<file path="config.mk">
export PLATFORM = sky130hd
export DESIGN_NAME = vna_sqrt
export DESIGN_NICKNAME = d
export VERILOG_FILES = /design/src/rtl/core/vna_pkg.sv /design/src/rtl/core/vna_sqrt.sv
export SDC_FILE = /design/constraint.sdc
export NUM_CORES = 1
export LEC_CHECK = 0
export ABC_CLOCK_PERIOD_IN_PS = 2900
export BUFFER_PORTS_ARGS = -buffer_cell sky130_fd_sc_hd__buf_2
export CAP_MARGIN = 20
export CORE_MARGIN = 2
export CORE_UTILIZATION = 45
export DETAILED_ROUTE_END_ITERATION = 7
export GPL_ROUTABILITY_DRIVEN = 1
export PLACE_DENSITY = 0.74
export SLEW_MARGIN = 20
export SYNTH_ARGS = -nofsm -noshare
export SYNTH_HDL_FRONTEND = slang
export SYNTH_SLANG_ARGS = --single-unit
</file>
<file path="constraint.sdc">
create_clock -name clk -period 2.9 [get_ports clk]
set_input_delay 0.58 -clock clk [delete_from_list [all_inputs] [get_ports clk]]
set_output_delay 0.58 -clock clk [all_outputs]
set_load 0.005 [all_outputs]
</file>
<file path="src/rtl/core/vna_pkg.sv">
// ----------------------------------------------------------------------------
// vna_pkg
// shared widths, codes and helpers of the vertex normal accumulator
// ----------------------------------------------------------------------------
`default_nettype none

package vna_pkg;

	localparam int VTX_DEPTH   = 4096;
	localparam int VTX_AW      = $clog2(VTX_DEPTH);
	localparam int IDX_W       = 12;
	localparam int ACT_W       = 2;
	localparam int POS_W       = 16;
	localparam int SUM_W       = 24;
	localparam int OUT_W       = 24;
	localparam int POSREC_W    = 3 * POS_W;
	localparam int SUMREC_W    = 3 * SUM_W;
	localparam int D_W         = POS_W + 1;
	localparam int MUL_W       = 19;
	localparam int PROD_W      = 2 * MUL_W;
	localparam int VEC_W       = 36;
	localparam int MAG_W       = VEC_W - 1;
	localparam int MAG_LO_W    = 18;
	localparam int MAG_HI_W    = MAG_W - MAG_LO_W;
	localparam int SQ_W        = 72;
	localparam int LEN_W       = 37;
	localparam int UNIT_SHIFT  = 14;
	localparam int Q_W         = UNIT_SHIFT + 1;
	localparam int U_W         = Q_W + 1;
	localparam int DIVD_W      = MAG_W + UNIT_SHIFT;
	localparam int DIV_REM_W   = LEN_W + UNIT_SHIFT;
	localparam int STEP_W      = 4;

	localparam logic [ACT_W-1:0] ACT_LOAD = 2'd0;
	localparam logic [ACT_W-1:0] ACT_TRI  = 2'd1;
	localparam logic [ACT_W-1:0] ACT_READ = 2'd2;
	localparam logic [ACT_W-1:0] ACT_NONE = 2'd3;

	localparam logic [Q_W-1:0] Q_MAX = Q_W'(1 << UNIT_SHIFT);

	localparam logic signed [SUM_W:0] SUM_MAX = (SUM_W+1)'((1 << (SUM_W-1)) - 1);
	localparam logic signed [SUM_W:0] SUM_MIN = -(SUM_W+1)'(1 << (SUM_W-1));

	function automatic logic [VTX_AW-1:0] to_addr(input logic [IDX_W-1:0] idx);
		logic [31:0] w;
		w = 32'(idx);
		return w[VTX_AW-1:0];
	endfunction

	function automatic logic in_range(input logic [IDX_W-1:0] idx);
		return 32'(idx) < 32'(VTX_DEPTH);
	endfunction

endpackage

`default_nettype wire

</file>
<file path="src/rtl/core/vna_sqrt.sv">
// ----------------------------------------------------------------------------
// vna_sqrt
// iterative integer square root, one root bit per cycle
// ----------------------------------------------------------------------------
`default_nettype none

module vna_sqrt import vna_pkg::*; (
	input  wire logic            clk,
	input  wire logic            arst_n,
	input  wire logic            start,
	input  wire logic [SQ_W-1:0] rad,
	output logic                 busy,
	output logic                 done,
	output logic [LEN_W-1:0]     root
);

	localparam int X_W   = 2 * LEN_W;
	localparam int REM_W = LEN_W + 3;
	localparam int CNT_W = $clog2(LEN_W);

	logic [X_W-1:0]   x_q;
	logic [REM_W-1:0] rem_q;
	logic [LEN_W-1:0] root_q;
	logic [CNT_W-1:0] cnt_q;
	logic             busy_q;
	logic             done_q;
	logic [REM_W-1:0] rem_sh;
	logic [REM_W-1:0] trial;
	logic             ge;

	assign rem_sh = {rem_q[LEN_W:0], x_q[X_W-1 -: 2]};
	assign trial  = {1'b0, root_q, 2'b01};
	assign ge     = rem_sh >= trial;

	always_ff @(posedge clk or negedge arst_n) begin
		if (!arst_n) begin
			busy_q <= 1'b0;
			done_q <= 1'b0;
			cnt_q  <= '0;
		end else begin
			done_q <= 1'b0;
			if (start) begin
				busy_q <= 1'b1;
				cnt_q  <= '0;
			end else if (busy_q) begin
				cnt_q <= cnt_q + 1'b1;
				if (cnt_q == CNT_W'(LEN_W - 1)) begin
					busy_q <= 1'b0;
					done_q <= 1'b1;
				end
			end
		end
	end

	always_ff @(posedge clk) begin
		if (start) begin
			x_q    <= X_W'(rad);
			rem_q  <= '0;
			root_q <= '0;
		end else if (busy_q) begin
			x_q    <= {x_q[X_W-3:0], 2'b00};
			rem_q  <= ge ? rem_sh - trial : rem_sh;
			root_q <= {root_q[LEN_W-2:0], ge};
		end
	end

	assign busy = busy_q;
	assign done = done_q;
	assign root = root_q;

endmodule

`default_nettype wire

</file>
==> impl_metrics.yaml <==
floorplanning:
  fp.dieH_um: 143
  num_rows: 50
  die_area_um2: 20400
  core_area_um2: 18800
  start_util_pct: 46.1
  io_pins: 114
  die_w_um: 143
power:
  power_mw: 10.7
  ir_drop_mv: 0.535
  power.density_nw_per_um2: 1000
  power.leakage_nw: 4.69
routing:
  viasPerCell: 5.45
  routedWlPerCell_um: 16.2
  final_antenna_net_count: 0
  routed.top_layer: "met5"
  m1WireLength_um: 8550
  wl_um: 19600
  drt_iter0_drc: 288
  drc: 0
  dr_wl_met2_um: 9140
  vias: 6606
  firstDrtPassIters: 6
  wl_met3_um: 1460
job:
  maxCapViolCount: 0
cells_and_area:
  drive_gt1_share_pct: 33.6
  finalInstanceArea_um2: 10700
  area_delta_synth_final_pct: 23.4
  nNetsFinal: 1080
  final_cells: 1213
timing:
  maxSlewViolCount: 0
  slew_headroom_pct: 56.7
  period_needed_ps: 2820
  layout_setup_ws_ps: 78.2
  hold_ws_ps: 433
  worstMarginPinSlew_ps: 649
  fmax_mhz: 354
  hold_violations: 0
  finalSetupViolCount: 0
  rsz0062_at_grt: "yes"
  clock-skew-final_ps: 8.03
  finalCritPeriodShare_pct: 97.3
setup_path:
  crit_chain: "inv_1 -> ha_1 -> nand4_1 -> a211oi_2 -> o21ba_2 -> or2_4 -> o21bai_4 -> a2111oi_4 -> nor2_4 -> buf_12 -> clkbuf_16 -> mux2i_1 -> a211oi_1"
  cp_data_arrival_time_ps: 3160
  crit_fanout: 7
  crit_family: "compound AO/OA/AOI/OAI gates"
  cp_slowest_cell: "a2111oi_4"
  cpPeakStageDelay_ps: 440
  critical_path_class: "reg2reg"
  critPathLaunchType: "register"
  crit_required_ps: 3240
  critPathCaptureType: "register"
  critPathBufInv: 3
clock_network:
  cts.sinks: 157
  cts_max_path_buffers: 2
  cts_tree: "done"
  cts.clk_slew.worst_paths_ps: 70
  cts_buffers: 17
  cts_root_buf: "clkbuf_16"
  cts_htree_levels: 4
  clk_latency_ps: 430
logic_synthesis:
  syn_inst: 823
  synth_common_cells: "92 x nor2_1, 77 x dfxtp_1, 72 x edfxtp_1, 70 x mux2_2, 68 x mux2i_1"
  syn-num-nets: 939
  dominantRegCellSynth: "dfxtp_1"
  ys_seq_area_share_pct: 45.1
  synth.most_common_cell: "nor2_1"
  yosys_warnings: 0
  synthArstFlopShare_pct: 5.10
  synth_area_per_cell_um2: 10.5
  synthDistinctLibCells: 60
  synth-seq-cells: 157
  netlist_area_um2: 8650
  synth_top_area_cell: "edfxtp_1"
  synth_edf_count: 72
  synth.top_cell.area_share_pct: 25.0
  synth_area_leaders: "edfxtp_1 25%, dfxtp_1 18%, mux2_2 9.1%, mux2i_1 7.9%, ha_1 5.9%"
placed_design:
  placed_cells: 1170
  portBuffers: 113
  place_ws_ps: -34.1
  post_dp_cell_area_um2: 9660
  gp_congestion: 0.929
  dp_hpwl_um: 13500
hold_path:
  hold_path.class: "in2reg"
global_route:
  antenna_found_initial: 3
  track_usage_pct: 19.3
  globalRoute.totalOverflow: 0
  grt_max_degree: 59
  grt_pass1_wl_um: 31200
  grt_pass1_vias: 6378
status:
  outcome: "finished, final reports clean"
-- final timing paths --
kind	from	endpoint	slack, ps	cells past startpoint
min in group asynchronous	arst_n	cnt_q[0]	560	2
worst max-delay path	root[4]	rem_q[11]	80	13
max in group asynchronous	arst_n	busy	2150	2
worst min-delay path	rad[1]	x_q[1]	430	2
worst min register to register	rem_q[29]	rem_q[29]	470	2
worst max register to register	root[4]	rem_q[11]	80	13
-- power breakdown --
part           internal (mW)  switching, mW
clock                   1.10          0.948
sequential              2.66          0.232
combinational           2.93           2.83
total                   6.69           4.01
-- layer usage --
layer	vias to the layer above	track usage [%]
li1	3267	-
met1	3103	24.1
met2	196	30.7
met3	38	6.71
met4	2	7.66
met5	-	0
-- worst reg2reg max path, cell delays in order, from the launching register on --
cell and delay [ps]:
dfxtp_2 340, inv_1 60, ha_1 310, nand4_1 160
a211oi_2 290, o21ba_2 190, or2_4 140, o21bai_4 80
a2111oi_4 440, nor2_4 60, buf_12 160, clkbuf_16 170
mux2i_1 130, a211oi_1 210
-- logic make-up (layout without fill, tap and decap cells) --
| logic type | after synthesis | in the layout | share of synthesized area, % |
|---|---|---|---|
| simple gates | 183 | 183 | 9.63 |
| compound gates | 171 | 171 | 13.5 |
| flops | 157 | 157 | 45.1 |
| mux | 138 | 138 | 17.0 |
| buf+inv | 95 | 249 | 4.96 |
| fa+ha+maj | 41 | 41 | 5.93 |
| xor+xnor | 38 | 38 | 3.85 |
| other cells | 0 | 2 | 0 |
-- per-stage QoR --
step                utilization, %  TNS [ps]
floorplan                        -         0
global placement              51.5         0
detailed placement            51.5     -42.0
CTS                           54.4         0
global route                  56.9      -204
finish                        56.9         0
-- final cells by class --
type                    instances  area [um2]
repair buffers                165        1080
fillers                      1600        8100
clock inverters                12        93.8
clock buffers                  20         437
well taps                     234         293
multi-input cells             571        4650
inverters                      52         199
flip-flops and latches        157        3920
diodes                          2        5.00
-- flip-flops by register name (all words and copies together), names as in the netlist --
name,cells
cnt_q,6
x_q,74
busy,1
rem_q,38
done,1
root,37
-- layout by cell type, fill, tap and decap left out, types with 24 or more instances in the layout --
master,count
nor2_1,92
mux2_2,70
ha_1,25
buf_4,44
a21oi_1,35
buf_2,112
inv_1,51
nand2_1,34
xnor2_1,24
mux2i_1,65
dfxtp_1,65
edfxtp_1,72
-- timing repair --
| action | in CTS | in global routing |
|---|---|---|
| hold endpoints to repair | 8 | 0 |
| pin swaps | 2 | 38 |
| gates cloned | 0 | 3 |
| setup buffers | 0 | 6 |
| setup endpoints to repair | 2 | 38 |
| hold buffers | 1 | 0 |
| resized for setup | 2 | 65 |
Power figures use the tool's default switching activity.
