File: src/rtl/core/vna_pkg.sv
// ----------------------------------------------------------------------------
// vna_pkg
// shared widths, codes and helpers of the vertex normal accumulator
// ----------------------------------------------------------------------------
`default_nettype none

package vna_pkg;

	localparam int VTX_DEPTH   = 4096;
	localparam int VTX_AW      = $clog2(VTX_DEPTH);
	localparam int IDX_W       = 12;
	localparam int ACT_W       = 2;
	localparam int POS_W       = 16;
	localparam int SUM_W       = 24;
	localparam int OUT_W       = 24;
	localparam int POSREC_W    = 3 * POS_W;
	localparam int SUMREC_W    = 3 * SUM_W;
	localparam int D_W         = POS_W + 1;
	localparam int MUL_W       = 19;
	localparam int PROD_W      = 2 * MUL_W;
	localparam int VEC_W       = 36;
	localparam int MAG_W       = VEC_W - 1;
	localparam int MAG_LO_W    = 18;
	localparam int MAG_HI_W    = MAG_W - MAG_LO_W;
	localparam int SQ_W        = 72;
	localparam int LEN_W       = 37;
	localparam int UNIT_SHIFT  = 14;
	localparam int Q_W         = UNIT_SHIFT + 1;
	localparam int U_W         = Q_W + 1;
	localparam int DIVD_W      = MAG_W + UNIT_SHIFT;
	localparam int DIV_REM_W   = LEN_W + UNIT_SHIFT;
	localparam int STEP_W      = 4;

	localparam logic [ACT_W-1:0] ACT_LOAD = 2'd0;
	localparam logic [ACT_W-1:0] ACT_TRI  = 2'd1;
	localparam logic [ACT_W-1:0] ACT_READ = 2'd2;
	localparam logic [ACT_W-1:0] ACT_NONE = 2'd3;

	localparam logic [Q_W-1:0] Q_MAX = Q_W'(1 << UNIT_SHIFT);

	localparam logic signed [SUM_W:0] SUM_MAX = (SUM_W+1)'((1 << (SUM_W-1)) - 1);
	localparam logic signed [SUM_W:0] SUM_MIN = -(SUM_W+1)'(1 << (SUM_W-1));

	function automatic logic [VTX_AW-1:0] to_addr(input logic [IDX_W-1:0] idx);
		logic [31:0] w;
		w = 32'(idx);
		return w[VTX_AW-1:0];
	endfunction

	function automatic logic in_range(input logic [IDX_W-1:0] idx);
		return 32'(idx) < 32'(VTX_DEPTH);
	endfunction

endpackage

`default_nettype wire

File: src/rtl/core/vna_div.sv
// ----------------------------------------------------------------------------
// vna_div
// iterative restoring divider for the unit scaling quotient
// ----------------------------------------------------------------------------
`default_nettype none

module vna_div import vna_pkg::*; (
	input  wire logic              clk,
	input  wire logic              arst_n,
	input  wire logic              start,
	input  wire logic [DIVD_W-1:0] dividend,
	input  wire logic [LEN_W-1:0]  divisor,
	output logic                   done,
	output logic [Q_W-1:0]         quo
);

	localparam int CNT_W = $clog2(Q_W);

	logic [DIV_REM_W-1:0] rem_q;
	logic [DIV_REM_W-1:0] dsh_q;
	logic [Q_W-1:0]       quo_q;
	logic [CNT_W-1:0]     cnt_q;
	logic                 busy_q;
	logic                 done_q;
	logic                 ge;

	assign ge = rem_q >= dsh_q;

	always_ff @(posedge clk or negedge arst_n) begin
		if (!arst_n) begin
			busy_q <= 1'b0;
			done_q <= 1'b0;
			cnt_q  <= '0;
		end else begin
			done_q <= 1'b0;
			if (start) begin
				busy_q <= 1'b1;
				cnt_q  <= '0;
			end else if (busy_q) begin
				cnt_q <= cnt_q + 1'b1;
				if (cnt_q == CNT_W'(Q_W - 1)) begin
					busy_q <= 1'b0;
					done_q <= 1'b1;
				end
			end
		end
	end

	always_ff @(posedge clk) begin
		if (start) begin
			rem_q <= DIV_REM_W'(dividend);
			dsh_q <= {divisor, UNIT_SHIFT'(0)};
			quo_q <= '0;
		end else if (busy_q) begin
			rem_q <= ge ? rem_q - dsh_q : rem_q;
			dsh_q <= dsh_q >> 1;
			quo_q <= {quo_q[Q_W-2:0], ge};
		end
	end

	assign done = done_q;
	assign quo  = quo_q;

endmodule

`default_nettype wire

File: config.mk
export PLATFORM = sky130hd
export DESIGN_NAME = vna_div
export DESIGN_NICKNAME = d
export VERILOG_FILES = /design/src/rtl/core/vna_pkg.sv /design/src/rtl/core/vna_div.sv
export SDC_FILE = /design/constraint.sdc
export NUM_CORES = 1
export LEC_CHECK = 0
export BUFFER_PORTS_ARGS = -buffer_cell sky130_fd_sc_hd__clkbuf_2
export CORE_AREA = 2 2 120 122
export CTS_BUF_LIST = sky130_fd_sc_hd__clkbuf_16
export DETAILED_ROUTE_END_ITERATION = 12
export DIE_AREA = 0 0 122 124
export PLACE_DENSITY = 0.8
export SLEW_MARGIN = 20
export SYNTH_ARGS = -nofsm -noshare
export SYNTH_HDL_FRONTEND = slang
export SYNTH_SLANG_ARGS = --single-unit
File: constraint.sdc
create_clock -name clk -period 4.2 [get_ports clk]
set_input_delay 0.21 -clock clk [delete_from_list [all_inputs] [get_ports clk]]
set_output_delay 0.21 -clock clk [all_outputs]
set_load 0.01 [all_outputs]
==> results.py <==
metrics = {
    "drt": {
        "dr_total_vias": 6655,
        "post-route-drc-count": 0,
        "via_per_inst": 5.77,
        "dr.pass1.iters": 5,
        "antenna_left": 0,
        "wl_mm": 18.4,
        "drt-initial-drc-count": 623,
        "avgRoutedWirePerCell_um": 15.9,
    },
    "pwr": {
        "power.leakage_nw": 4.21,
        "p_per_area_nw_per_um2": 720,
        "sw_frac_of_total": 0.405,
        "power.switching_mw": 2.66,
        "seqPwrFrac": 0.279,
        "p_comb_frac": 0.513,
        "clkPwrFrac": 0.208,
        "ir_drop_mv": 0.366,
        "internal_power_mw": 3.91,
    },
    "sta": {
        "hold_violations": 0,
        "setup_viol": 0,
        "setup_ws_ns": 0.751,
        "slew_headroom": 0.477,
        "setup_tns_ns": 0,
        "fin_skew_ns": 0.0148,
        "worstMarginPinSlew_ns": 0.784,
        "clock.fmax_mhz": 290,
        "min_period_ns": 3.45,
        "rsz0062_at_grt": "false",
        "slew_violations": 0,
        "min_period_over_period": 0.821,
    },
    "grt": {
        "grt_start_max_net_pins": 116,
        "grt_pass1_wl_mm": 30.1,
        "grt_pass1_vias": 6315,
        "grt_usage": 0.255,
        "antenna_found_initial": 0,
        "grt_overflow_total": 0,
    },
    "placement": {
        "io_buffers": 104,
        "post-place-ws_ns": 0.811,
        "hpwl_mm": 13.1,
        "placed_area_sq_um": 8580,
        "gp_congestion": 0.935,
    },
    "run": {
        "maxCapViolCount": 0,
    },
    "cts": {
        "ctsHoldBuffers": 1,
        "root_buffer": "clkbuf_16",
        "cts_tree": "built",
        "cts_sinks": 123,
        "cts_made_buffers": 17,
        "htree_num_levels": 4,
        "postCtsSetupRepairBufs": 0,
        "post_cts_resized": 0,
        "clock_latency_ns": 0.43,
        "max-clock-path-buffers": 2,
        "cts.reportedPaths.clkPinSlew_ns": 0.06,
    },
    "synth": {
        "postSynthCellCount": 877,
        "yosysSeqAreaShare": 0.422,
        "yosysUniqueCellTypes": 58,
        "synth_warnings": 0,
        "syn-cell-area_sq_um": 7950,
        "synth_flop_cell": "edfxtp_1",
        "synth_edf_count": 86,
        "syn_nets": 1020,
        "avgSynthCellArea_sq_um": 9.06,
        "ys_seq_elements": 123,
        "synth_async_sr_flop_share": 0.0488,
    },
    "die": {
        "io_pins": 105,
        "fp-row-count": 43,
        "fp.dieArea_sq_um": 15100,
        "dieHeight_um": 124,
        "core_area_sq_um": 13700,
        "start_util": 0.579,
        "fp.dieW_um": 122,
    },
    "finish": {
        "final_cell_mix": "131 x nand2_1, 103 x clkbuf_2, 86 x edfxtp_1, 65 x inv_1",
        "drive_gt1_frac": 0.155,
        "n_fill_cell": 1143,
        "n_antenna_cell": 0,
        "area_growth_pct": 15.0,
        "design_area_sq_um": 9140,
        "layout_commonest_cell": "nand2_1",
        "fin_nets": 1104,
    },
    "setup_path": {
        "critPathMaxFanout": 3,
        "cp.required_ns": 4.35,
        "worstSetupPathType": "register to register",
        "cp-end-kind": "register",
        "cp-start-kind": "register",
        "path_cells": "inv_1 -> ha_1 -> inv_1 -> fa_1 -> a21o_1 -> a221oi_2 -> and4b_1 -> o2111ai_1 -> a31oi_1 -> o21ai_1 -> nand2_1 -> a41oi_1 -> xnor2_1 -> o21ai_1",
        "critical_path_arrival_ns": 3.60,
        "crit_slowest_cell": "fa_1",
        "cp_slowest_stage_delay_ns": 0.41,
    },
    "min_path": {
        "hold_path_class": "input port to register",
    },
    "outcome": {
        "status": "finished clean",
    },
}
layer usage:
layer,vias to the layer above,track usage,share of wire
met2,208,0.410,0.47
met1,3099,0.340,0.46
li1,3323,-,-
met4,0,0.0891,0.016
met3,25,0.0582,0.057
met5,-,0,0
layout make-up:
cell class | instances | area, sq um | share of cell area
Multi-Input combinational cell | 644 | 4180 | 0.457
Sequential cell | 123 | 3350 | 0.367
Timing Repair Buffer | 111 | 594 | 0.0650
Clock buffer | 19 | 475 | 0.0520
Inverter | 64 | 240 | 0.0263
Tap cell | 180 | 225 | 0.0246
Clock inverter | 13 | 70.1 | 0.00767
critical path, delay by kind of cell, from the launching register on:
family | cells | cell delay [ns]
simple gates | 2 | 0.42
xor+xnor | 1 | 0.16
flops | 1 | 0.35
compound gates | 7 | 1.54
fa+ha+maj | 2 | 0.57
buf+inv | 2 | 0.12
state kept, by name (all words and copies together), names as in the netlist:
register and cells:
dsh_q 51, rem_q 51, quo 15, cnt_q 4
busy_q 1, done 1
power by group through the flow:
stage               Sequential, mW  Clock (mW)  Combinational, mW
global route                  1.87        1.43               3.74
CTS                           1.84        1.37               3.33
detailed placement            1.86           0               3.29
finish                        1.84        1.37               3.37
global placement              1.84           0               3.24
floorplan                     1.83           0               2.60
worst paths after layout:
kind	startpoint	endpoint	slack, ns	depth (start not counted)
min	dividend[47]	rem_q[47]	0.05	3
max reg2reg	rem_q[0]	rem_q[42]	0.75	14
min in group asynchronous	arst_n	done	0.13	2
max	rem_q[0]	rem_q[42]	0.75	14
min reg2reg	rem_q[49]	rem_q[49]	0.49	2
max in group asynchronous	arst_n	busy_q	3.90	2
logic make-up after synthesis:
logic type | Yosys count | synth area share
AOI/OAI and AO/OA | 251 | 0.203
xor gates and xnor gates | 50 | 0.0551
adders and majority gates | 54 | 0.0860
buffers and inverters | 110 | 0.0523
DFF | 123 | 0.422
muxes | 30 | 0.0381
and+or+nand+nor | 259 | 0.143
cell usage after synthesis (8+ instances only):
master    count  share of area
nor2_1       55          0.026
a31oi_1       8         0.0063
o21ai_1      17          0.011
o21a_1        9         0.0085
ha_1         53          0.083
xor2_1       23          0.025
nand4_1      14          0.011
nand3_1      18          0.011
and3_1        9         0.0071
clkbuf_1     38          0.018
o21ai_0      54          0.034
o31ai_1      39          0.037
inv_1        64          0.030
mux2i_1      28          0.035
xnor2_1      27          0.030
nand2_1     131          0.062
dfxtp_1      31          0.078
a21oi_1      55          0.035
nor3_1        8         0.0050
a21o_1       30          0.028
edfxtp_1     86           0.32
o21bai_1     10         0.0094
through the flow:
| stage | cells | hold slack, ns | util | power (mW) |
|---|---|---|---|---|
| 6_report | 1154 | 0.0477 | 0.666 | 6.58 |
| 4_1_cts | 1154 | 0.0504 | 0.666 | 6.54 |
| 5_1_grt | 1154 | 0.0570 | 0.666 | 7.04 |
| 3_5_place_dp | 1121 | 0.0473 | 0.626 | 5.14 |
| 3_3_place_gp | 1121 | 0.0466 | 0.626 | 5.08 |
| 2_1_floorplan | 877 | -0.0856 | - | 4.43 |
Power figures use the tool's default switching activity.
