--- src/rtl/core/vna_ram.sv ---
// ----------------------------------------------------------------------------
// vna_ram
// generic simple dual-port ram with registered read
// ----------------------------------------------------------------------------
`default_nettype none

module vna_ram #(
	parameter int WIDTH = 8,
	parameter int DEPTH = 16
) (
	input  wire logic                     clk,
	input  wire logic                     we,
	input  wire logic [$clog2(DEPTH)-1:0] waddr,
	input  wire logic [WIDTH-1:0]         wdata,
	input  wire logic [$clog2(DEPTH)-1:0] raddr,
	output logic [WIDTH-1:0]              rdata
);

	logic [WIDTH-1:0] mem_q [DEPTH];

	always_ff @(posedge clk) begin
		if (we) begin
			mem_q[waddr] <= wdata;
		end
		rdata <= mem_q[raddr];
	end

endmodule

`default_nettype wire

--- config.mk ---
export PLATFORM = sky130hd
export DESIGN_NAME = vna_ram
export DESIGN_NICKNAME = d
export VERILOG_FILES = /design/src/rtl/core/vna_ram.sv
export SDC_FILE = /design/constraint.sdc
export NUM_CORES = 1
export LEC_CHECK = 0
export BUFFER_PORTS_ARGS = -buffer_cell sky130_fd_sc_hd__buf_4
export CAP_MARGIN = 40
export CORE_MARGIN = 4
export CORE_UTILIZATION = 35
export CTS_BUF_LIST = sky130_fd_sc_hd__clkbuf_8
export DETAILED_ROUTE_END_ITERATION = 7
export PLACE_DENSITY = 0.53
export SYNTH_ARGS = -nofsm -noshare
export SYNTH_HDL_FRONTEND = slang
export SYNTH_SLANG_ARGS = --single-unit
export TNS_END_PERCENT = 20
--- constraint.sdc ---
create_clock -name clk -period 2.4 [get_ports clk]
set_input_delay 0.48 -clock clk [delete_from_list [all_inputs] [get_ports clk]]
set_output_delay 0.48 -clock clk [all_outputs]
set_load 0.005 [all_outputs]
==> results of run 1 <==
[power groups by stage]
stage / logic (mW) / registers [mW] / clock network [mW]
2_1_floorplan: 0.135 / 2.72 / 0
3_3_place_gp: 0.262 / 2.72 / 0
3_5_place_dp: 0.265 / 2.72 / 0
4_1_cts: 0.266 / 2.67 / 2.00
5_1_grt: 0.285 / 2.67 / 2.11
6_report: 0.259 / 2.67 / 1.96
[synthesized netlist by cell type]
library cell     number
a22oi_1              16
and2_1                1
and2b_1               1
buf_2                 3
buf_4                 1
buf_6                 3
clkdlybuf4s25_2       3
dfxtp_1               8
edfxtp_1            128
mux4_1               14
mux4_2               18
nand2_1               9
nand2b_1              2
nand3_1               1
nand3b_1              2
nor2_1               13
nor2b_1               1
nor3_1                4
or3b_2                1
[metal layers]
layer / part of all wire, % / vias up / global-route usage, %
met5: 0 / - / 0
met2: 48 / 41 / 20.0
li1: - / 1079 / -
met3: 3.1 / 16 / 4.33
met4: 1.5 / 0 / 4.82
met1: 47 / 1216 / 17.5
[cell type report]
type                       count  area (um^2)
sequential                   136         4000
clock buffer                  17          234
clock inverter                15          185
multi-input combinational     83         1060
timing repair buffer          45          350
tap                          184          230
fill                        1271         8420
[flip-flops by register name, summed over array words and instances (netlist names)]
signal  count
mem_q     128
rdata       8
[kinds of logic after synthesis]
kind of cell	count (synthesis)	share of synthesized area (%)
AO/OA/AOI/OAI	16	2.33
buffers and inverters	10	1.68
flip-flops	136	77.8
multiplexers	32	15.0
AND/OR/NAND/NOR	35	3.18
[stage by stage]
step / total power, mW / instance area, um^2 / util (%) / setup WS, ns
2_1_floorplan: 2.85 / 5150 / - / 0.427
3_3_place_gp: 2.98 / 5640 / 39.0 / 0.344
3_5_place_dp: 2.99 / 5640 / 39.0 / 0.338
4_1_cts: 4.93 / 6060 / 41.9 / 0.812
5_1_grt: 5.07 / 6060 / 41.9 / 0.692
6_report: 4.89 / 6060 / 41.9 / 0.821
[worst max-delay path, cell delays in order]
cell and delay, ns:
buf_4 0.37, buf_4 0.22, mux4_1 0.54, a22oi_1 0.22, nand2_1 0.07
[worst min-delay path by stage]
stage                                 startpoint                     end  slack [ns]
after detailed placement  mem_q[15][0]$_DFFE_PP_        rdata[0]$_DFF_P_        0.67
final                                   wdata[5]  mem_q[15][5]$_DFFE_PP_        0.35
after global placement    mem_q[15][6]$_DFFE_PP_        rdata[6]$_DFF_P_        0.66
after global routing                    wdata[5]  mem_q[15][5]$_DFFE_PP_        0.33
after floorplan                         wdata[0]   mem_q[0][0]$_DFFE_PP_        0.58
after CTS                               wdata[5]   mem_q[4][5]$_DFFE_PP_        0.33
==> out/qor.tcl, run 1 <==
set qor(r2r-start) {mem_q[2][1]$_DFFE_PP_}
set qor(startpoint_type) {primary input}
set qor(cts_setup_buffers) 0
set qor(status) {finished clean}
set qor(final_cells) 480
set qor(worst_hold_path_type) {primary input to flip-flop}
set qor(synth.lib_cells_used.distinct) 19
set qor(drtAntennaViolNets) 0
set qor(floorplan.io_pins) 26
set qor(detailed_routing_iterations_pass_1) 4
set qor(clkLatencyLatePin_ns) 0.44
set qor(fin_worst_skew_ns) 0.00990
set qor(leakagePower_nw) 2.03
set qor(coreArea_um2) 14500
set qor(tritoncts) {done}
set qor(num-nets-final) 301
set qor(routed_wl_um) 10100
set qor(synthesis.instances) 229
set qor(critical_path.endpoint_type) {flip-flop}
set qor(worstReg2RegEnd) {rdata[1]$_DFF_P_}
set qor(cts.root.buffer_cell) {clkbuf_8}
set qor(setup_tns_ns) 0
set qor(clock_share_of_power_pct) 40.1
set qor(starting_utilization_of_the_core_area_pct) 35.6
set qor(share_of_total_power_in_sequential_cells_pct) 54.5
set qor(final_layout_size_suffix_gt1_share_pct) 31.8
set qor(crit_path_max_fanout) 22
set qor(tightestPinTransition_ns) 0.462
set qor(r2r.worst_path.cells) 3
set qor(power.density_cell_area_nw_per_um2) 807
set qor(grt.total_usage_pct) 13.0
set qor(max_freq_ghz) 0.633
set qor(critical_path_class) {primary input to flip-flop}
set qor(switching_power_mw) 1.00
set qor(per_cell_routed_wire_length_um) 21.0
set qor(drt_drc_violations_left) 0
set qor(rows) 44
set qor(dpl.cell_count) 448
set qor(via_count) 2352
set qor(drt_iter0_markers) 217
set qor(post-dp-hpwl_um) 6330
set qor(layout-area-overhead-vs-synth_pct) 17.7
set qor(arrival_worst_endpoint_ns) 1.90
set qor(fin_crit_ns) 1.58
set qor(setup_viol_count_final) 0
set qor(dieWidth_um) 129
set qor(peakVddDrop_v) 0.000350
set qor(timing_hold_violations_final) 0
set qor(post-route-period-util_pct) 65.8
set qor(clock_tree.htree_level_count) 4
set qor(syn_area_um2) 5150
set qor(power.internal_mw) 3.89
set qor(whs_ns) 0.347
set qor(grt_antenna_before_repair) 0
set qor(ys_seq_elements) 136
set qor(floorplan.die.height_um) 129
set qor(startpoint) {raddr[0]}
set qor(grt_setup_unrepaired) {false}
set qor(antennaDiodeCount) 0
set qor(synth.area.top_cells) {edfxtp_1 (75%), mux4_2 (7.9%), mux4_1 (7.1%)}
set qor(routed_via_density) 4.90
set qor(synth.avg_cell_area_um2) 22.5
set qor(timing_max_transition_violations_final) 0
set qor(place_congestion) 0.684
set qor(yosys_warnings) 0
set qor(cts_inserted_buffers) 17
set qor(slew_headroom_pct) 69.2
set qor(layout_commonest_cell) {edfxtp_1}
set qor(clk_path_buf_depth) 2
set qor(seq_area_frac_synth_pct) 77.8
set qor(synth_top_area_share_pct) 74.7
set qor(switching_share_pct) 20.5
set qor(cts.sink_count) 136
set qor(port_buffers) 25
set qor(synth_fp_nets) 247
set qor(cap_viol_max_count) 0
set qor(crit_path_end) {rdata[0]$_DFF_P_}
set qor(layout.cells.most_common_list) {edfxtp_1 (128), buf_4 (44), mux4_2 (18)}
set qor(globalRouteOverflowTotal) 0
set qor(die_area_um2) 16700
set qor(cell_accounting_for_the_most_synthesized_area) {edfxtp_1}
set qor(grt_max_degree) 33
set qor(r2r_setup_slack_ns) 0.97
set qor(hold-path-cell-count) 1
set qor(cp.required_ns) 2.72
set qor(first_global_vias) 2483
set qor(comb_power_share_pct) 5.3
set qor(first_pass_grt_wire_length_um) 15200
set qor(cts.repair.resized) 0
set qor(clk_pin_slew_worst_paths_ns) 0.07
set qor(post_cts_hold_buffers) 0
No activity file was read; power rests on OpenSTA's default activity.
==> run 2, diff against run 1 <==
--- a/config.mk
+++ b/config.mk
@@ -11,7 +11,7 @@
 export CORE_UTILIZATION = 35
 export CTS_BUF_LIST = sky130_fd_sc_hd__clkbuf_8
 export DETAILED_ROUTE_END_ITERATION = 7
-export PLACE_DENSITY = 0.53
+export PLACE_DENSITY = 0.55
 export SYNTH_ARGS = -nofsm -noshare
 export SYNTH_HDL_FRONTEND = slang
 export SYNTH_SLANG_ARGS = --single-unit
==> constraint.sdc (replaced) <==
create_clock -name clk -period 1.3 [get_ports clk]
set_input_delay 0.26 -clock clk [delete_from_list [all_inputs] [get_ports clk]]
set_output_delay 0.26 -clock clk [all_outputs]
set_load 0.005 [all_outputs]
==> out/qor.tcl, run 2 (same netlist as run 1, synthesis figures left out) <==
set qor(power_mw) 9.05 ;# +85%
set qor(slew_headroom_pct) 46.1 ;# -23 points
set qor(rows) 44 ;# unchanged
set qor(power.internal_mw) 7.23 ;# +86%
set qor(cp.required_ns) 1.61 ;# -1.11 ns
set qor(crit_path_max_fanout) 1 ;# -95%
set qor(largest_register_ff_count) 128 ;# unchanged
set qor(post-route-period-util_pct) 98.5
set qor(startpoint_type) {flip-flop}
set qor(tritoncts) {done}
set qor(grt.total_usage_pct) 12.5 ;# -0.58 points
set qor(num-nets-final) 308 ;# +2.3%
set qor(share_of_total_power_in_sequential_cells_pct) 54.5 ;# about the same
set qor(clock_share_of_power_pct) 39.7 ;# -0.4 points
set qor(floorplan.die.height_um) 129 ;# unchanged
set qor(antennaDiodeCount) 0 ;# unchanged
set qor(cts.sink_count) 136 ;# unchanged
set qor(grt_max_degree) 17 ;# -48%
set qor(crit_path_max_incr_delay_ns) 0.53 ;# about the same
set qor(drt_drc_violations_left) 0 ;# unchanged
set qor(coreArea_um2) 14500 ;# unchanged
set qor(cp_slowest_cell) {mux4_1}
set qor(final_cells) 487 ;# +1.5%
set qor(setup_viol_count_final) 0 ;# unchanged
set qor(cts_inserted_buffers) 17 ;# unchanged
set qor(layout-area-overhead-vs-synth_pct) 21.6
set qor(layout_commonest_cell) {edfxtp_1}
set qor(comb_power_share_pct) 5.9 ;# +0.6 points
set qor(dr_wl_met3_um) 361 ;# +14%
set qor(top_layer) {met4}
set qor(post-route-util_pct) 43.2 ;# +1.4 points
set qor(cap_viol_max_count) 0 ;# unchanged
set qor(max_freq_ghz) 0.781
set qor(dieWidth_um) 129 ;# unchanged
set qor(critical_path_class) {flip-flop to flip-flop}
set qor(globalRouteOverflowTotal) 0 ;# unchanged
set qor(drtAntennaViolNets) 0 ;# unchanged
set qor(routed_via_density) 4.94 ;# +0.78%
set qor(clk_path_buf_depth) 2 ;# unchanged
set qor(layout.cells.most_common_list) {edfxtp_1 (128), buf_4 (42), mux4_2 (22)}
set qor(routed_wl_um) 9460 ;# -6.0%
set qor(first_pass_grt_wire_length_um) 15100 ;# -0.27%
set qor(arrival_worst_endpoint_ns) 1.59 ;# -0.31 ns
set qor(whs_ns) 0.133 ;# -0.214 ns
set qor(critical_path.endpoint_type) {flip-flop}
set qor(place_congestion) 0.716 ;# +4.6%
set qor(cts.root.buffer_cell) {clkbuf_8}
set qor(switching_power_mw) 1.82 ;# +82%
set qor(port_buffers) 25 ;# unchanged
set qor(first_global_vias) 2646 ;# +6.6%
set qor(post-dp-hpwl_um) 6500 ;# +2.7%
set qor(peakVddDrop_v) 0.000604 ;# +73%
set qor(via_count) 2405 ;# +2.3%
set qor(met2WireLength_um) 4790 ;# -1.7%
set qor(die_area_um2) 16700 ;# unchanged
set qor(power.density_cell_area_nw_per_um2) 1450 ;# +79%
set qor(final_layout_size_suffix_gt1_share_pct) 37.6 ;# +5.9 points
set qor(top_regs) {mem_q x128, rdata x8}
set qor(crit_chain) {mux4_1, a22oi_2, nand2_1}
set qor(drt_iter0_markers) 128 ;# -41%
set qor(fin_worst_skew_ns) 0.00908 ;# -0.000825 ns
set qor(timing_max_transition_violations_final) 0 ;# unchanged
set qor(switching_share_pct) 20.1 ;# -0.36 points
set qor(tightestPinTransition_ns) 0.807 ;# +0.345 ns
set qor(dpl.cell_count) 455 ;# +1.6%
set qor(clock_tree.htree_level_count) 4 ;# unchanged
set qor(crit_buf_inv) 0 ;# -2
set qor(clk_pin_slew_worst_paths_ns) 0.07 ;# about the same
set qor(per_cell_routed_wire_length_um) 19.4 ;# -7.4%
set qor(drt-met1-wl_um) 4200 ;# -11%
set qor(path_delay_family) {multiplexers}
set qor(status) {finished clean}
set qor(timing_hold_violations_final) 0 ;# unchanged
set qor(floorplan.io_pins) 26 ;# unchanged
set qor(leakagePower_nw) 2.10 ;# +3.4%
set qor(grt_antenna_before_repair) 0 ;# unchanged
set qor(clkLatencyLatePin_ns) 0.43 ;# about the same
set qor(detailed_routing_iterations_pass_1) 4 ;# unchanged
set qor(fin_crit_ns) 1.28
set qor(starting_utilization_of_the_core_area_pct) 35.6 ;# unchanged
set qor(grt_setup_unrepaired) {true}
set qor(worst_hold_path_type) {primary input to flip-flop}
set qor(registers.top_by_ff_count) {mem_q}
-- run 2: cell types whose count changed in the layout (fill, tap and decap cells not counted), sizes merged --
cell,before,now
clkinvlp,5,2
buf,45,52
clkinv,5,7
inv,1,2
-- run 2: worst paths after layout --
path | slack (ns) | startpoint | endpoint | depth (start not counted)
worst max register to register | 0.02 | mem_q[9][4]$_DFFE_PP_ | rdata[4]$_DFF_P_ | 3
worst max-delay path | 0.02 | mem_q[9][4]$_DFFE_PP_ | rdata[4]$_DFF_P_ | 3
worst min register to register | 0.67 | mem_q[4][2]$_DFFE_PP_ | rdata[2]$_DFF_P_ | 3
worst min-delay path | 0.13 | wdata[2] | mem_q[4][2]$_DFFE_PP_ | 1
-- run 2: final cells by class --
type / instances / area, um^2
clock buffer: 17 / 234
sequential: 136 / 4000
clock inverter: 15 / 184
tap: 184 / 230
multi-input combinational: 83 / 1090
fill: 1241 / 8220
timing repair buffer: 52 / 515
-- run 2: what timing repair did --
| action | in CTS | in global routing |
|---|---|---|
| endpoints found under the setup margin | 2 | 4 |
| hold buffers | 0 | 0 |
| pin swaps | 2 | 0 |
| gates resized for setup | 3 | 6 |
| setup buffers | 0 | 0 |
| cloned | 0 | 0 |
| endpoints found under the hold margin | 0 | 0 |
-- run 2: layer usage --
metal / up-vias / GRT usage [%]
li1: 1085 / -
met1: 1261 / 16.1
met2: 51 / 20.1
met3: 8 / 3.34
met4: 0 / 5.19
met5: - / 0
-- run 2: power by group through the flow --
stage / registers (mW) / logic [mW] / clock network [mW]
finish: 4.93 / 0.532 / 3.59
global route: 4.94 / 0.576 / 3.92
CTS: 4.93 / 0.538 / 3.68
detailed placement: 5.03 / 0.532 / 0
global placement: 5.02 / 0.527 / 0
floorplan: 5.02 / 0.253 / 0
-- run 2: per-stage QoR --
stage	area, um^2	setup WS [ns]	TNS, ns
after floorplan	5170	-0.152	-3.06
after global placement	5830	-0.336	-11.13
after detailed placement	5830	-0.343	-12.44
after CTS	6260	0.00197	0
after global routing	6260	-0.000841	-0.000841
final	6260	0.0192	0
