==> config.mk <==
export PLATFORM = sky130hd
export DESIGN_NAME = vna_mul
export DESIGN_NICKNAME = d
export VERILOG_FILES = /design/src/rtl/core/vna_pkg.sv /design/src/rtl/core/vna_mul.sv
export SDC_FILE = /design/constraint.sdc
export NUM_CORES = 1
export LEC_CHECK = 0
export BUFFER_PORTS_ARGS = -buffer_cell sky130_fd_sc_hd__clkbuf_2
export CAP_MARGIN = 20
export CORE_ASPECT_RATIO = 1.5
export CORE_MARGIN = 2
export CORE_UTILIZATION = 25
export CTS_CLUSTER_DIAMETER = 200
export DETAILED_ROUTE_END_ITERATION = 12
export GPL_TIMING_DRIVEN = 1
export PLACE_DENSITY_LB_ADDON = 0.2
export SLEW_MARGIN = 20
export SYNTH_ARGS = -nofsm -noshare
export SYNTH_HDL_FRONTEND = slang
export SYNTH_SLANG_ARGS = --single-unit
==> constraint.sdc <==
create_clock -name clk -period 28.1 [get_ports clk]
set_clock_uncertainty 0.1 [all_clocks]
set_input_delay 8.43 -clock clk [delete_from_list [all_inputs] [get_ports clk]]
set_output_delay 8.43 -clock clk [all_outputs]
set_load 0.05 [all_outputs]
==> src/rtl/core/vna_pkg.sv <==
// ----------------------------------------------------------------------------
// vna_pkg
// shared widths, codes and helpers of the vertex normal accumulator
// ----------------------------------------------------------------------------
`default_nettype none

package vna_pkg;

	localparam int VTX_DEPTH   = 4096;
	localparam int VTX_AW      = $clog2(VTX_DEPTH);
	localparam int IDX_W       = 12;
	localparam int ACT_W       = 2;
	localparam int POS_W       = 16;
	localparam int SUM_W       = 24;
	localparam int OUT_W       = 24;
	localparam int POSREC_W    = 3 * POS_W;
	localparam int SUMREC_W    = 3 * SUM_W;
	localparam int D_W         = POS_W + 1;
	localparam int MUL_W       = 19;
	localparam int PROD_W      = 2 * MUL_W;
	localparam int VEC_W       = 36;
	localparam int MAG_W       = VEC_W - 1;
	localparam int MAG_LO_W    = 18;
	localparam int MAG_HI_W    = MAG_W - MAG_LO_W;
	localparam int SQ_W        = 72;
	localparam int LEN_W       = 37;
	localparam int UNIT_SHIFT  = 14;
	localparam int Q_W         = UNIT_SHIFT + 1;
	localparam int U_W         = Q_W + 1;
	localparam int DIVD_W      = MAG_W + UNIT_SHIFT;
	localparam int DIV_REM_W   = LEN_W + UNIT_SHIFT;
	localparam int STEP_W      = 4;

	localparam logic [ACT_W-1:0] ACT_LOAD = 2'd0;
	localparam logic [ACT_W-1:0] ACT_TRI  = 2'd1;
	localparam logic [ACT_W-1:0] ACT_READ = 2'd2;
	localparam logic [ACT_W-1:0] ACT_NONE = 2'd3;

	localparam logic [Q_W-1:0] Q_MAX = Q_W'(1 << UNIT_SHIFT);

	localparam logic signed [SUM_W:0] SUM_MAX = (SUM_W+1)'((1 << (SUM_W-1)) - 1);
	localparam logic signed [SUM_W:0] SUM_MIN = -(SUM_W+1)'(1 << (SUM_W-1));

	function automatic logic [VTX_AW-1:0] to_addr(input logic [IDX_W-1:0] idx);
		logic [31:0] w;
		w = 32'(idx);
		return w[VTX_AW-1:0];
	endfunction

	function automatic logic in_range(input logic [IDX_W-1:0] idx);
		return 32'(idx) < 32'(VTX_DEPTH);
	endfunction

endpackage

`default_nettype wire

==> src/rtl/core/vna_mul.sv <==
// ----------------------------------------------------------------------------
// vna_mul
// shared signed multiplier with registered product
// ----------------------------------------------------------------------------
`default_nettype none

module vna_mul import vna_pkg::*; (
	input  wire logic                     clk,
	input  wire logic signed [MUL_W-1:0]  a,
	input  wire logic signed [MUL_W-1:0]  b,
	output logic signed [PROD_W-1:0]      p
);

	always_ff @(posedge clk) begin
		p <= a * b;
	end

endmodule

`default_nettype wire

==> impl_table.tex, run 1 <==
\begin{tabular}{lr}
\hline
Metric & Value \\
\hline
\multicolumn{2}{l}{\textbf{Finish}} \\
\quad Final standard cell count with taps included and fillers excluded & 2255 \\
\quad Area of all placed cells without fillers & 15400 um\^{}2 \\
\quad Commonest cells after routing, fill and taps aside & fa\_1 (369), inv\_1 (357), and2\_1 (184) \\
\quad Area added between synthesis and finish & 9.12\% \\
\quad Final \#Nets & 2018 \\
\quad Layout cells sized above 1 & 6.08\% \\
\quad Number of inserted filler cells in the final layout & 6002 \\
\quad Registers with the most flip-flops & p (38) \\
\quad Number of flip-flops under the largest register name & 38 \\
\quad Most frequent standard cell in the layout excluding fill and tap cells & fa\_1 \\
\quad Register name with the most flops & p \\
\multicolumn{2}{l}{\textbf{Critical path}} \\
\quad Delay-heaviest family, CP & adder cells \\
\quad Required time of the critical path & 28.25 ns \\
\quad Critical Path Max Stage Delay & 0.97 ns \\
\quad Maximum fanout along the worst path & 19 \\
\quad Critical Path, Cell by Cell & clkbuf\_2 -> and2\_1 -> fa\_1 -> inv\_1 -> fa\_1 -> inv\_1 -> fa\_1 -> fa\_1 -> fa\_1 -> fa\_1 -> fa\_1 -> ha\_1 -> nand4\_1 -> nor4\_1 -> nor2\_1 -> o311ai\_1 -> nand2\_1 -> o31ai\_1 -> xor2\_1 \\
\quad Arrival time worst endpoint & 16.17 ns \\
\quad Critical path class & primary input to flip-flop \\
\quad Sum of buffers and inverters on the critical path & 3 \\
\quad Cell at the slowest stage of the critical path & nor4\_1 \\
\quad Crit. End Element & flip-flop \\
\quad Critical path startpoint category & primary input \\
\quad Library cell appearing most often on the critical path & fa\_1 \\
\multicolumn{2}{l}{\textbf{Place}} \\
\quad Number of buffer cells added on primary ports & 76 \\
\quad Total cell area at the placement stage & 15300 um\^{}2 \\
\quad Dpl hpwl & 33.8 mm \\
\quad Number of cells in the design after placement & 2246 \\
\quad Final weighted congestion in routability-driven placement & 0.810 \\
\multicolumn{2}{l}{\textbf{CTS}} \\
\quad Reg clk slew, reported paths & 0.07 ns \\
\quad H-tree lvl count & 2 \\
\quad CTS tree & done \\
\quad Clock buffer depth & 2 \\
\quad Number of buffers inserted to repair setup after CTS & 0 \\
\quad CTS Hold Bufs & 0 \\
\quad Total clock buffers created by CTS & 5 \\
\quad Cell chosen for the clock root & clkbuf\_16 \\
\quad Post-cts resize count & 0 \\
\quad Sinks on Clock Net & 38 \\
\multicolumn{2}{l}{\textbf{Timing}} \\
\quad Worst slew margin relative to its limit & 31.2\% \\
\quad Unrepaired setup endpoints after global routing & false \\
\quad \# setup viols final & 0 \\
\quad Worst-Margin Slew & 1.02 ns \\
\quad Fin. max-slew vios & 0 \\
\quad Max Fclk & 0.0624 GHz \\
\quad Number of hold violations in the final report & 0 \\
\quad Worst Hold Margin & 8.57 ns \\
\quad Accumulated negative setup slack & 0 ns \\
\quad Time the worst path needs with I/O delays and setup & 16.02 ns \\
\quad Final clock period utilization by the worst path & 57.0\% \\
\multicolumn{2}{l}{\textbf{Yosys}} \\
\quad Netlist Area Pre-Place & 14100 um\^{}2 \\
\quad Async set-or-reset flop fraction in the synthesized netlist & 0\% \\
\quad Distinct cell type count of the synthesized netlist & 45 \\
\quad Number of synthesized register bits & 38 \\
\quad Top\_reg\_cell synth & dfxtp\_1 \\
\quad Net count of the mapped netlist & 1986 \\
\quad Post-synthesis sequential area ratio & 5.39\% \\
\quad Avg Inst Size Synth & 9.63 um\^{}2 \\
\quad Number of warning messages in the yosys log & 0 \\
\quad Syn Inst Count & 1465 \\
\quad Number of enable flip-flop cells after synthesis & 0 \\
\multicolumn{2}{l}{\textbf{Job}} \\
\quad Max cap viols & 0 \\
\multicolumn{2}{l}{\textbf{Detailed routing}} \\
\quad Total number of vias & 9524 \\
\quad Total wire length & 39.6 mm \\
\quad Remaining design rule violation count & 0 \\
\quad Count of TritonRoute iterations in the first routing pass & 4 \\
\quad Average routed wire per standard cell & 17.5 um \\
\quad Via density & 4.22 \\
\quad Number of violations reported at the end of detailed-routing iteration 0 & 200 \\
\quad Antenna-violating nets left & 0 \\
\multicolumn{2}{l}{\textbf{Floorplan}} \\
\quad Die boundary width & 198 um \\
\quad I/O pin count & 77 \\
\quad DIE AREA & 58400 um\^{}2 \\
\quad Die outline height & 295 um \\
\quad Standard-cell rows & 106 \\
\quad Effective utilization at floorplan & 25.3\% \\
\quad CORE AREA & 55800 um\^{}2 \\
\multicolumn{2}{l}{\textbf{Worst hold path}} \\
\quad Worst hold path startpoint & b[0] \\
\quad Hold Path Stages & 2 \\
\quad Worst min-delay path class & primary input to flip-flop \\
\quad End of the worst hold path & p[0] \\
\multicolumn{2}{l}{\textbf{GRT}} \\
\quad Number of antenna violations at the first check in global routing & 2 \\
\quad Maximum number of pins on one net before global-route repair & 20 \\
\quad First-pass GRT wire length & 63.1 mm \\
\quad Number of global-route vias before repair & 11000 \\
\quad Total overflow reported by the global router & 0 \\
\quad Tot GR Track Use & 14.6\% \\
\multicolumn{2}{l}{\textbf{Outcome}} \\
\quad Run status & completed \\
\hline
\end{tabular}
## Yosys cell counts (4+ instances only)
cell / number / area (um^2)
o21a_1: 4 / 30.0
dfxtp_1: 38 / 761
nand2b_1: 7 / 43.8
o21ai_0: 10 / 50.1
nand2_1: 166 / 623
nor2_1: 27 / 101
nand3_1: 5 / 25.0
xor2_1: 9 / 78.8
clkbuf_1: 53 / 199
nor3_1: 5 / 25.0
fa_1: 369 / 7390
a21o_1: 20 / 150
a21oi_1: 25 / 125
o31ai_1: 4 / 30.0
and2_1: 184 / 1150
ha_1: 113 / 1410
inv_1: 357 / 1340
xnor2_1: 32 / 280
## worst max path at each step
stage / startpoint / end / depth (start not counted)
final: a[14] / p[36] / 19
after global routing: b[10] / p[36] / 20
after CTS: a[14] / p[36] / 19
after detailed placement: a[14] / p[36] / 19
after global placement: a[14] / p[36] / 19
after floorplan: a[18] / p[34] / 25
## metrics by stage
step / util, % / setup slack [ns]
after floorplan: - / 13.23
after global placement: 27.3 / 11.60
after detailed placement: 27.3 / 11.66
after CTS: 27.6 / 11.99
after global routing: 27.6 / 11.79
final: 27.6 / 12.08
## final cells by class
| type | instances | area (um^2) | share of cell area [%] |
|---|---|---|---|
| tap | 756 | 946 | 6.14 |
| sequential | 38 | 761 | 4.94 |
| clock buffer | 5 | 125 | 0.813 |
| inverter | 357 | 1340 | 8.70 |
| antenna | 2 | 5.00 | 0.0325 |
| clock inverter | 2 | 10.0 | 0.0650 |
| timing repair buffer | 79 | 403 | 2.62 |
| multi-input combinational | 1016 | 11800 | 76.7 |
## metal layers
layer / share of wire (%) / up-vias / GRT usage (%)
met2: 59 / 118 / 29.6
li1: - / 4315 / -
met1: 36 / 5045 / 15.1
met5: 0.020 / - / 0
met3: 2.3 / 44 / 1.39
met4: 3.3 / 2 / 5.35
## logic make-up after synthesis
kind of cell | count (synthesis) | share of synthesized area (%)
adders and majority gates | 482 | 62.4
buffers and inverters | 411 | 10.9
and+or+nand+nor | 406 | 14.5
AOI/OAI and AO/OA | 87 | 4.23
xor gates and xnor gates | 41 | 2.55
DFF | 38 | 5.39
Power of run 1 is not shown: default switching activity piles up to over one toggle a cycle in this logic, so the estimate is an artifact.
==> inputs of run 2 (changes only) <==
clock period = 16 ns   (was 28.1 ns; I/O delays follow)
==> impl_table.tex, run 2 (synthesis results as in run 1) <==
\begin{tabular}{lr}
\hline
Metric & Value \\
\hline
\multicolumn{2}{l}{\textbf{Outcome}} \\
\quad Run status & completed \\
\multicolumn{2}{l}{\textbf{Detailed routing}} \\
\quad Count of TritonRoute iterations in the first routing pass & 4 (unchanged) \\
\quad Remaining design rule violation count & 0 (unchanged) \\
\quad Antenna-violating nets left & 0 (unchanged) \\
\quad Via density & 4.19 (-0.84\%) \\
\quad Average routed wire per standard cell & 17.6 um (+0.20\%) \\
\quad Total wire length & 39.6 mm (+0.15\%) \\
\quad Number of violations reported at the end of detailed-routing iteration 0 & 211 (+5.5\%) \\
\quad Total number of vias & 9440 (-0.88\%) \\
\multicolumn{2}{l}{\textbf{Timing}} \\
\quad Minimum setup slack in the final design & 3.40 ns (-8.68 ns) \\
\quad Max Fclk & 0.0794 GHz \\
\quad Fin. max-slew vios & 0 (unchanged) \\
\quad Time the worst path needs with I/O delays and setup & 12.60 ns \\
\quad Number of hold violations in the final report & 0 (unchanged) \\
\quad \# setup viols final & 0 (unchanged) \\
\quad Worst-Margin Slew & 1.17 ns (+0.146 ns) \\
\quad Final clock period utilization by the worst path & 78.8\% \\
\quad Accumulated negative setup slack & 0 ns (unchanged) \\
\quad Worst slew margin relative to its limit & 21.4\% (-9.8 points) \\
\quad Unrepaired setup endpoints after global routing & false \\
\multicolumn{2}{l}{\textbf{CTS}} \\
\quad Sinks on Clock Net & 38 (unchanged) \\
\quad CTS tree & done \\
\quad Reg clk slew, reported paths & 0.07 ns (about the same) \\
\quad Clock buffer depth & 2 (unchanged) \\
\quad Total clock buffers created by CTS & 5 (unchanged) \\
\quad Cell chosen for the clock root & clkbuf\_16 \\
\quad Number of buffers inserted to repair setup after CTS & 0 (unchanged) \\
\quad H-tree lvl count & 2 (unchanged) \\
\quad CTS Hold Bufs & 0 (unchanged) \\
\quad Post-cts resize count & 0 (unchanged) \\
\multicolumn{2}{l}{\textbf{Floorplan}} \\
\quad Effective utilization at floorplan & 25.3\% (unchanged) \\
\quad Die boundary width & 198 um (unchanged) \\
\quad DIE AREA & 58400 um\^{}2 (unchanged) \\
\quad CORE AREA & 55800 um\^{}2 (unchanged) \\
\quad Standard-cell rows & 106 (unchanged) \\
\quad Die outline height & 295 um (unchanged) \\
\quad I/O pin count & 77 (unchanged) \\
\multicolumn{2}{l}{\textbf{GRT}} \\
\quad Maximum number of pins on one net before global-route repair & 20 (unchanged) \\
\quad Number of global-route vias before repair & 11100 (+0.93\%) \\
\quad Number of antenna violations at the first check in global routing & 2 (unchanged) \\
\quad First-pass GRT wire length & 63.5 mm (+0.67\%) \\
\quad Total overflow reported by the global router & 0 (unchanged) \\
\quad Tot GR Track Use & 14.6\% (+0.078 points) \\
\multicolumn{2}{l}{\textbf{Critical path}} \\
\quad Arrival time worst endpoint & 12.75 ns (-3.42 ns) \\
\quad Critical path class & primary input to flip-flop \\
\quad Crit. End Element & flip-flop \\
\quad Required time of the critical path & 16.15 ns (-12.10 ns) \\
\quad Critical path startpoint category & primary input \\
\quad Maximum fanout along the worst path & 19 (unchanged) \\
\multicolumn{2}{l}{\textbf{Place}} \\
\quad Placement Setup Slack & 3.16 ns (-8.51 ns) \\
\quad Dpl hpwl & 33.9 mm (+0.12\%) \\
\quad Number of buffer cells added on primary ports & 76 (unchanged) \\
\quad Total cell area at the placement stage & 15300 um\^{}2 (unchanged) \\
\quad Final weighted congestion in routability-driven placement & 0.810 (about the same) \\
\multicolumn{2}{l}{\textbf{Finish}} \\
\quad Diode count & 0 (-2) \\
\quad Area of all placed cells without fillers & 15400 um\^{}2 (about the same) \\
\quad Final \#Nets & 2018 (unchanged) \\
\quad Layout cells sized above 1 & 6.07\% (about the same) \\
\quad Number of flip-flops under the largest register name & 38 (unchanged) \\
\quad Commonest cells after routing, fill and taps aside & fa\_1 (369), inv\_1 (357), and2\_1 (184) \\
\quad Area added between synthesis and finish & 9.17\% (about the same) \\
\quad Register name with the most flops & p \\
\quad Most frequent standard cell in the layout excluding fill and tap cells & fa\_1 \\
\quad Final standard cell utilization of the core & 27.6\% (about the same) \\
\quad Registers with the most flip-flops & p (38) \\
\multicolumn{2}{l}{\textbf{Worst hold path}} \\
\quad Worst min-delay path class & primary input to flip-flop \\
\multicolumn{2}{l}{\textbf{Job}} \\
\quad Max cap viols & 0 (unchanged) \\
\hline
\end{tabular}
==> run 2: worst max-delay path, cell delays in order <==
cell      delay [ns]
clkbuf_2        0.31
and2_1          0.30
fa_1            0.54
inv_1           0.07
fa_1            0.53
inv_1           0.05
fa_1            0.50
fa_1            0.59
fa_1            0.44
fa_1            0.51
fa_1            0.42
ha_1            0.40
nand4_1         0.36
nor4_1          1.08
nor2_1          0.45
o311ai_1        0.63
nand2_1         0.20
o31ai_1         0.33
xor2_1          0.21
==> run 2: per-stage QoR <==
| stage | cells | hold WS (ns) |
|---|---|---|
| floorplan | 1465 | 4.83 |
| global placement | 2246 | 5.20 |
| detailed placement | 2246 | 5.20 |
| CTS | 2254 | 4.95 |
| global route | 2254 | 4.98 |
| finish | 2254 | 4.96 |
==> run 2: layer usage <==
layer  vias to the layer above  track usage, %  wire [um]
li1                       4311               -          -
met1                      4971            15.3      14400
met2                       109            29.7      23100
met3                        45            1.41        765
met4                         4            5.21       1340
met5                         -               0         26
==> run 2: area by class of cell <==
| type | instances | area (um^2) |
|---|---|---|
| clock buffer | 7 | 143 |
| clock inverter | 1 | 5.00 |
| fill | 5981 | 40400 |
| inverter | 357 | 1340 |
| multi-input combinational | 1016 | 11800 |
| sequential | 38 | 761 |
| tap | 756 | 946 |
| timing repair buffer | 79 | 403 |
==> run 2: worst paths after layout <==
path              cells after the start  start  endpoint
setup / recovery                     19  a[14]     p[36]
hold / removal                        2   b[0]      p[0]
Power of run 2 is left out for the same reason.
